<file path="config.mk">
export PLATFORM = sky130hd
export DESIGN_NAME = isc_cell
export DESIGN_NICKNAME = d
export VERILOG_FILES = /design/src/rtl/isc_pkg.sv /design/src/rtl/isc_cell.sv
export SDC_FILE = /design/constraint.sdc
export NUM_CORES = 1
export LEC_CHECK = 0
export BUFFER_PORTS_ARGS = -buffer_cell sky130_fd_sc_hd__buf_2
export CAP_MARGIN = 5
export CORE_AREA = 2 2 155 157
export CTS_CLUSTER_DIAMETER = 80
export DETAILED_ROUTE_END_ITERATION = 16
export DIE_AREA = 0 0 157 159
export PLACE_DENSITY = 0.82
export SYNTH_ARGS = -nofsm -noshare
export SYNTH_HDL_FRONTEND = slang
export SYNTH_SLANG_ARGS = --single-unit
export TNS_END_PERCENT = 50
</file>
<file path="constraint.sdc">
create_clock -name clk -period 5.7 [get_ports clk]
set_input_delay 1.71 -clock clk [delete_from_list [all_inputs] [get_ports clk]]
set_output_delay 1.71 -clock clk [all_outputs]
set_load 0.01 [all_outputs]
</file>
<file path="src/rtl/isc_pkg.sv">
// Shared constants, codes and link types of the interval set engine.
package isc_pkg;

	localparam int CAPACITY = 64;
	localparam int NCELL    = CAPACITY + 1;
	localparam int CNT_W    = $clog2(CAPACITY + 2);
	localparam int CP_W     = 21;
	localparam int FUNC_W   = 3;
	localparam int IDX_W    = 6;
	localparam int TOT_W    = 7;
	localparam int STAT_W   = 2;

	localparam logic [CP_W-1:0] UMAX_RESET = CP_W'(255);

	typedef enum logic [FUNC_W-1:0] {
		F_CLEAR  = 3'd0,
		F_ADD    = 3'd1,
		F_REMOVE = 3'd2,
		F_COMPL  = 3'd3,
		F_QUERY  = 3'd4,
		F_READ   = 3'd5
	} isc_func_t;

	typedef enum logic [STAT_W-1:0] {
		ST_OK    = 2'd0,
		ST_OVF   = 2'd1,
		ST_NOIDX = 2'd2
	} isc_stat_t;

	typedef enum logic [2:0] {
		CM_HOLD,
		CM_ADD,
		CM_REM,
		CM_CPL,
		CM_DEL
	} isc_mode_t;

	typedef enum logic [1:0] {
		S_IDLE,
		S_EXEC,
		S_DEL,
		S_FIN
	} isc_state_t;

	// Broadcast from the sequencer to every cell.
	typedef struct packed {
		isc_mode_t        mode;
		logic [CP_W-1:0]  lo;
		logic [CP_W-1:0]  hi;
		logic [CP_W-1:0]  umax;
		logic             any_mrg;
	} isc_bcast_t;

	// Handed from a cell to its right neighbor.
	typedef struct packed {
		logic [CP_W-1:0] lo;
		logic [CP_W-1:0] hi;
		logic            valid;
		logic            blw;
		logic            inu;
		logic            pre;
		logic            mrg;
		logic            sp_pre;
		logic            split;
	} isc_fwd_t;

	// Handed from a cell to its left neighbor.
	typedef struct packed {
		logic [CP_W-1:0] lo;
		logic [CP_W-1:0] hi;
		logic            del;
		logic            absb;
	} isc_bwd_t;

	// Per-cell status seen by the sequencer.
	typedef struct packed {
		logic mrg;
		logic split;
		logic memb;
		logic bnd;
		logic tpd;
		logic zero;
		logic del;
	} isc_flag_t;

endpackage

</file>
<file path="src/rtl/isc_cell.sv">
// One cell of the interval chain: holds one entry and its merge/delete flags.
module isc_cell (
	input  logic                clk,
	input  logic                arst_n,
	input  isc_pkg::isc_bcast_t bc,
	input  logic                valid,
	input  isc_pkg::isc_fwd_t   lft,
	input  isc_pkg::isc_bwd_t   rgt,
	output isc_pkg::isc_fwd_t   fwd,
	output isc_pkg::isc_bwd_t   bwd,
	output isc_pkg::isc_flag_t  flg
);

	logic [isc_pkg::CP_W-1:0] lo_q, hi_q, lo_d, hi_d;
	logic                     del_q, abs_q, del_d, abs_d;
	logic                     blw, abv, mrg, ovl, split, inu, bnd, tpd, pre;
	logic [isc_pkg::CP_W:0]   hi_p1, bhi_p1;

	assign hi_p1  = {1'b0, hi_q} + (isc_pkg::CP_W+1)'(1);
	assign bhi_p1 = {1'b0, bc.hi} + (isc_pkg::CP_W+1)'(1);

	assign blw   = valid && (hi_p1 < {1'b0, bc.lo});
	assign abv   = valid && ({1'b0, lo_q} > bhi_p1);
	assign mrg   = valid && !blw && !abv;
	assign ovl   = valid && !(hi_q < bc.lo || lo_q > bc.hi);
	assign split = ovl && (lo_q < bc.lo) && (hi_q > bc.hi);
	assign inu   = valid && (lo_q <= bc.umax);
	assign bnd   = !inu && lft.inu;
	assign tpd   = bnd && lft.valid && (lft.hi >= bc.umax);
	assign pre   = del_q | lft.pre;

	assign fwd = '{lo: lo_q, hi: hi_q, valid: valid, blw: blw, inu: inu, pre: pre,
		mrg: mrg, sp_pre: split | lft.sp_pre, split: split};
	assign bwd = '{lo: lo_q, hi: hi_q, del: del_q, absb: abs_q};
	assign flg = '{mrg: mrg, split: split,
		memb: valid && (lo_q <= bc.lo) && (bc.lo <= hi_q),
		bnd: bnd, tpd: tpd, zero: inu && (lo_q == '0), del: del_q};

	always_comb begin
		lo_d  = lo_q;
		hi_d  = hi_q;
		del_d = del_q;
		abs_d = abs_q;
		unique case (bc.mode)
			isc_pkg::CM_HOLD: begin
			end
			isc_pkg::CM_ADD: begin
				del_d = 1'b0;
				abs_d = 1'b0;
				if (bc.any_mrg) begin
					if (mrg) begin
						hi_d = (hi_q > bc.hi) ? hi_q : bc.hi;
						if (!lft.mrg) begin
							lo_d  = (lo_q < bc.lo) ? lo_q : bc.lo;
							abs_d = 1'b1;
						end else begin
							del_d = 1'b1;
						end
					end
				end else if (lft.blw && !blw) begin
					lo_d = bc.lo;
					hi_d = bc.hi;
				end else if (!lft.blw && !blw) begin
					lo_d = lft.lo;
					hi_d = lft.hi;
				end
			end
			isc_pkg::CM_REM: begin
				del_d = 1'b0;
				abs_d = 1'b0;
				if (lft.split) begin
					lo_d = bc.hi + isc_pkg::CP_W'(1);
					hi_d = lft.hi;
				end else if (lft.sp_pre) begin
					lo_d = lft.lo;
					hi_d = lft.hi;
				end else if (split) begin
					hi_d = bc.lo - isc_pkg::CP_W'(1);
				end else if (ovl) begin
					if (lo_q < bc.lo)
						hi_d = bc.lo - isc_pkg::CP_W'(1);
					else if (hi_q > bc.hi)
						lo_d = bc.hi + isc_pkg::CP_W'(1);
					else
						del_d = 1'b1;
				end
			end
			isc_pkg::CM_CPL: begin
				del_d = 1'b0;
				abs_d = 1'b0;
				// The gap in front of each entry within the universe replaces it; the head link's
				// all-ones high end makes the first gap start at zero.
				if (inu) begin
					lo_d = lft.hi + isc_pkg::CP_W'(1);
					hi_d = lo_q - isc_pkg::CP_W'(1);
					if (lo_q == '0)
						del_d = 1'b1;
				end else if (bnd && !tpd) begin
					lo_d = lft.hi + isc_pkg::CP_W'(1);
					hi_d = bc.umax;
				end
			end
			isc_pkg::CM_DEL: begin
				if (pre) begin
					lo_d  = rgt.lo;
					hi_d  = rgt.hi;
					del_d = rgt.del;
					abs_d = rgt.absb;
				end else if (abs_q && rgt.del) begin
					hi_d = rgt.hi;
				end
			end
			default: begin
			end
		endcase
	end

	always_ff @(posedge clk) begin
		lo_q <= lo_d;
		hi_q <= hi_d;
	end

	always_ff @(posedge clk or negedge arst_n) begin
		if (!arst_n) begin
			del_q <= 1'b0;
			abs_q <= 1'b0;
		end else begin
			del_q <= del_d;
			abs_q <= abs_d;
		end
	end

endmodule

</file>
Word level (Yosys, flattened, before mapping). Index checks and enable logic that the tools add are counted.

$add $sub $neg: 6. Magnitude comparators: 10. Eq/ne operators: 18. Multiplexer cells: 49. Bitwise logic cells: 2. Reduce and logical (&&, ||, !) cells: 33.

Operators by type and width (number): two-way mux 21 bit (29); case mux 21 bit (4 select lines) (2); <= comparator 21 bit (3); adder 21 x 1 -> 22 bit, second input constant (2); adder 21 x 1 -> 21 bit, second input constant (2); greater-than comparator 21 bit (2); < comparator 21 bit (2); subtractor 21 x 1 -> 21 bit, second input constant (2); greater-than comparator 21 x 22 -> 1 bit (1); < comparator 22 x 21 -> 1 bit (1); >= comparator 21 bit (1); logical NOT 21 bit (1); inequality test 4 bit, second input constant (5); logical AND 1 bit (18); inequality test 3 bit, second input constant (6); two-way mux 1 bit (16); AND reduction 11 bit (1); inequality test 5 bit, second input constant (2); AND reduction 8 bit (1); == test 3 x 2 -> 1 bit, second input constant (2); logical NOT 1 bit (6); case mux 1 bit (4 select lines) (1); AND reduction 2 bit (2); nonzero test 4 bit (1); 8 further kinds (9).

Register bits: 44. Input bits: 163. Output and inout bits: 100. Word-level logic and storage cells: 122.

Depth between registers and ports, before layout.
Word-level depth: 11. Depth in mapped cells: 17.

Least setup slack after synthesis. OpenSTA, ideal clock, no wires.

Kind: input port to flip-flop. Start: input port bc[22] (netlist bit). End: register hi_q[0] (netlist bit) (enable). Library setup time: 460 ps. Data arrival time: 6221 ps. Setup slack: -981 ps. Stages: 12. Path through: ha_1 and4_1 nand3_1 nor3_1 xnor2_1 ha_1 a2111oi_0 a21oi_1 o31a_1 o21ai_0 a41oi_1 nor4b_1.

Cells in the longest elaborated chain, start to end: 8. Elaborated cells on any way between the ends: 17. Those cells by class: add/sub (1); order compare (3); eq/ne (4); reduce/logical (9).

RTL lines: from (decl) (line isc_cell.sv:5) `input isc_pkg::isc_bcast_t bc,`; branches (longest 7 deep; another with adder 21 x 1 -> 22 bit); AND reduction 8 bit (no source line) *; to (signal assigned) (line isc_cell.sv:120) `hi_q <= hi_d;`; to (decl) (line isc_cell.sv:14) `logic [isc_pkg::CP_W-1:0] lo_q, hi_q, lo_d, hi_d;`.

Mark *: on every way between the ends. A chain may end at the register's enable or synchronous reset.

==> results.tsv <==
metric	value	unit
status	finished, violations left	
failing checks	setup timing	
number of nets in the layout	2007	
#FFs+latches synth	44	
Die Width	157	um
relative slew slack	26.7	%
Req. time, crit path	3.99	ns
syn nets	1645	
clock buffer count from CTS	5	
post-layout util	57.1	%
most frequent cells in the layout	buf_2, buf_4, ha_1	
top post-synthesis cells by area	ha_1, edfxtp_1, xnor2_1, a21oi_1, buf_4	
top-area cell type share of the netlist area	21.4	%
final wirelength	46000	um
CTS root buffer	clkbuf_16	
Starting Density	43.7	%
Setup crit end kind	output port	
TritonCTS clock tree	yes	
num ports	263	
vias per std cell	6.25	
WL met2	19300	um
Avg WL per Cell	23.1	um
crit path launch type	input port	
Post-synth ARST share	4.55	%
CTS sink count	44	
Clk pin slew, worst setup/hold paths	0.08	ns
antenna fix cells	0	
DRC errors left	0	
PwrDens	163	mW/mm^2
final std cells w/o fill	1991	
gr ovfl total	0	
max-cap viol count	0	
final setup violation count	3	
Final WS setup	-0.266	ns
Longest Clk Path Bufs	2	
Hold Vio Cnt, Final	0	
critical path class	in -> out	
maximum vdd drop	0.159	mV
Hold Path Class	reg -> reg	
Core Region	0.0232	sq mm
Mapped Avg Cell Area	7.75	sq um
GRT Total Usage	35.6	%
CTS hold repair buffers	0	
Die ar.	0.0250	sq mm
ratio of cells with drive above 1 in the final layout	32.8	%
mapped cell area	0.0101	sq mm
die height	159	um
count of cell types in the netlist	81	
M1 wire length	18800	um
commonest non-fill, non-tap cell in the layout	buf_2	
Synth area leader	ha_1	
GP Congestion	0.984	
Via Count	12400	
YS warnings	0	
post-synthesis sequential area ratio	12.9	%
final period utilization	105	%
Clock Skew	0.0135	ns
# H-tree levels	2	
highest metal used	met5	
Static Leak	6.17	nW
placed insts	1977	
Layout area overhead	30.5	%
clk_lat worst skew	0.31	ns
Site Rows	56	
met3 wire len	5850	um
first-pass GRT wire length	68000	um
Final ANT Viol Nets	0	
Max Freq	0.168	GHz
WP data arrival	4.26	ns
fill count	2167	
ys flop type	edfxtp_1	
Max FO, Critical Path	4	
Max Slew Vio Count	0	
drt pass-1 iters	6	
DRT iter0 DRCs	1721	
largest net degree at the start of global routing	42	
initial antenna violation count	1	
total negative slack	-0.544	ns
Slew @ Worst Pin	1.09	ns
minimum clock period	5.97	ns
HPWL Detailed	37600	um
post-synthesis cell count	1309	
Post-synth EDFFs	42	
RSZ-0062 raised after global routing	yes	
I/O Buffers	262	
DP Worst Slack	-0.532	ns
vias in the first global route	11800	
## metal layers
layer	GRT usage (%)	up-vias
met3	7.62	133
met4	14.1	2
li1	-	5648
met5	0	-
met2	53.3	874
met1	49.6	5792
## worst max-delay path, cell delays in order
cell	delay, ns
buf_8	0.09
ha_4	0.12
and4_4	0.23
buf_6	0.10
nand4_1	0.13
xnor2_2	0.19
ha_1	0.31
nand4_1	0.13
or4_4	0.53
a21oi_2	0.14
o31a_1	0.18
o21ai_2	0.07
and3_4	0.20
buf_6	0.12
## per-stage QoR
stage	hold slack (ns)	area [sq um]	total power, mW
floorplan	0.528	10200	1.21
global placement	0.624	12700	1.73
detailed placement	0.612	12700	1.76
CTS	0.621	13000	2.09
global route	0.634	13200	2.27
finish	0.624	13200	2.16
## cell type report
class                   instances  area [sq um]  area share [%]
clock buffers                   5           125           0.945
clock inverters                 3          18.8           0.142
inverters                     100           379            2.86
multi-input cells            1053          8040            60.7
flip-flops and latches         44          1310            9.91
well taps                     319           399            3.02
repair buffers                467          2960            22.4
## synthesized netlist by cell type, drive strengths merged (8+ instances only)
cell type and n:
a21o 15, and4 12, buf 70, a21oi 96, or4 8, a221oi 17, nor2 85, a311oi 11
inv 100, nand4 56, and3 13, nor3 33, xor2 23, o22ai 10, clkbuf 42, nor4 38
nand3 52, ha 173, edfxtp 42, xnor2 65, nand3b 10, or3 11, nor3b 11, a211oi 22
nand2 94, o21ai 55, o211ai 27
## path summary, 6_finish.rpt
| kind | from | endpoint | slack, ns | cells after the start |
|---|---|---|---|---|
| max | bc[23] | fwd[2] | -0.27 | 14 |
| min | abs_q$_DFFE_PN0P_ | abs_q$_DFFE_PN0P_ | 0.62 | 1 |
| max reg2reg | hi_q[8]$_DFFE_PP_ | hi_q[0]$_DFFE_PP_ | 1.01 | 15 |
| min reg2reg | abs_q$_DFFE_PN0P_ | abs_q$_DFFE_PN0P_ | 0.62 | 1 |
| max in group asynchronous | arst_n | abs_q$_DFFE_PN0P_ | 4.43 | 1 |
| min in group asynchronous | arst_n | del_q$_DFFE_PN0P_ | 1.18 | 1 |
## kinds of logic (layout without fill, tap and decap cells)
group	after synthesis	count (layout)	share of synthesized area (%)
buffers and inverters	212	575	10.3
AO/OA/AOI/OAI	336	336	23.2
multiplexers	7	7	0.691
AND/OR/NAND/NOR	449	449	23.9
adder cells (fa/ha/maj)	173	173	21.4
flip-flops	44	44	12.9
XOR/XNOR	88	88	7.60
## registers in the layout (all words and copies together), names as in the netlist
name   count
hi_q      21
lo_q      21
abs_q      1
del_q      1
## power breakdown
group | switching, mW | internal, mW | total (mW)
Sequential | 0.0877 | 0.414 | 0.502
Combinational | 0.760 | 0.573 | 1.33
Clock | 0.159 | 0.162 | 0.321
## repair_timing
item / CTS / global route
endpoints found under the setup margin: 5 / 9
setup buffers: 4 / 4
cloned: 0 / 0
resized for setup: 30 / 39
pin swaps: 12 / 36
(Power assumes the default switching activity.)
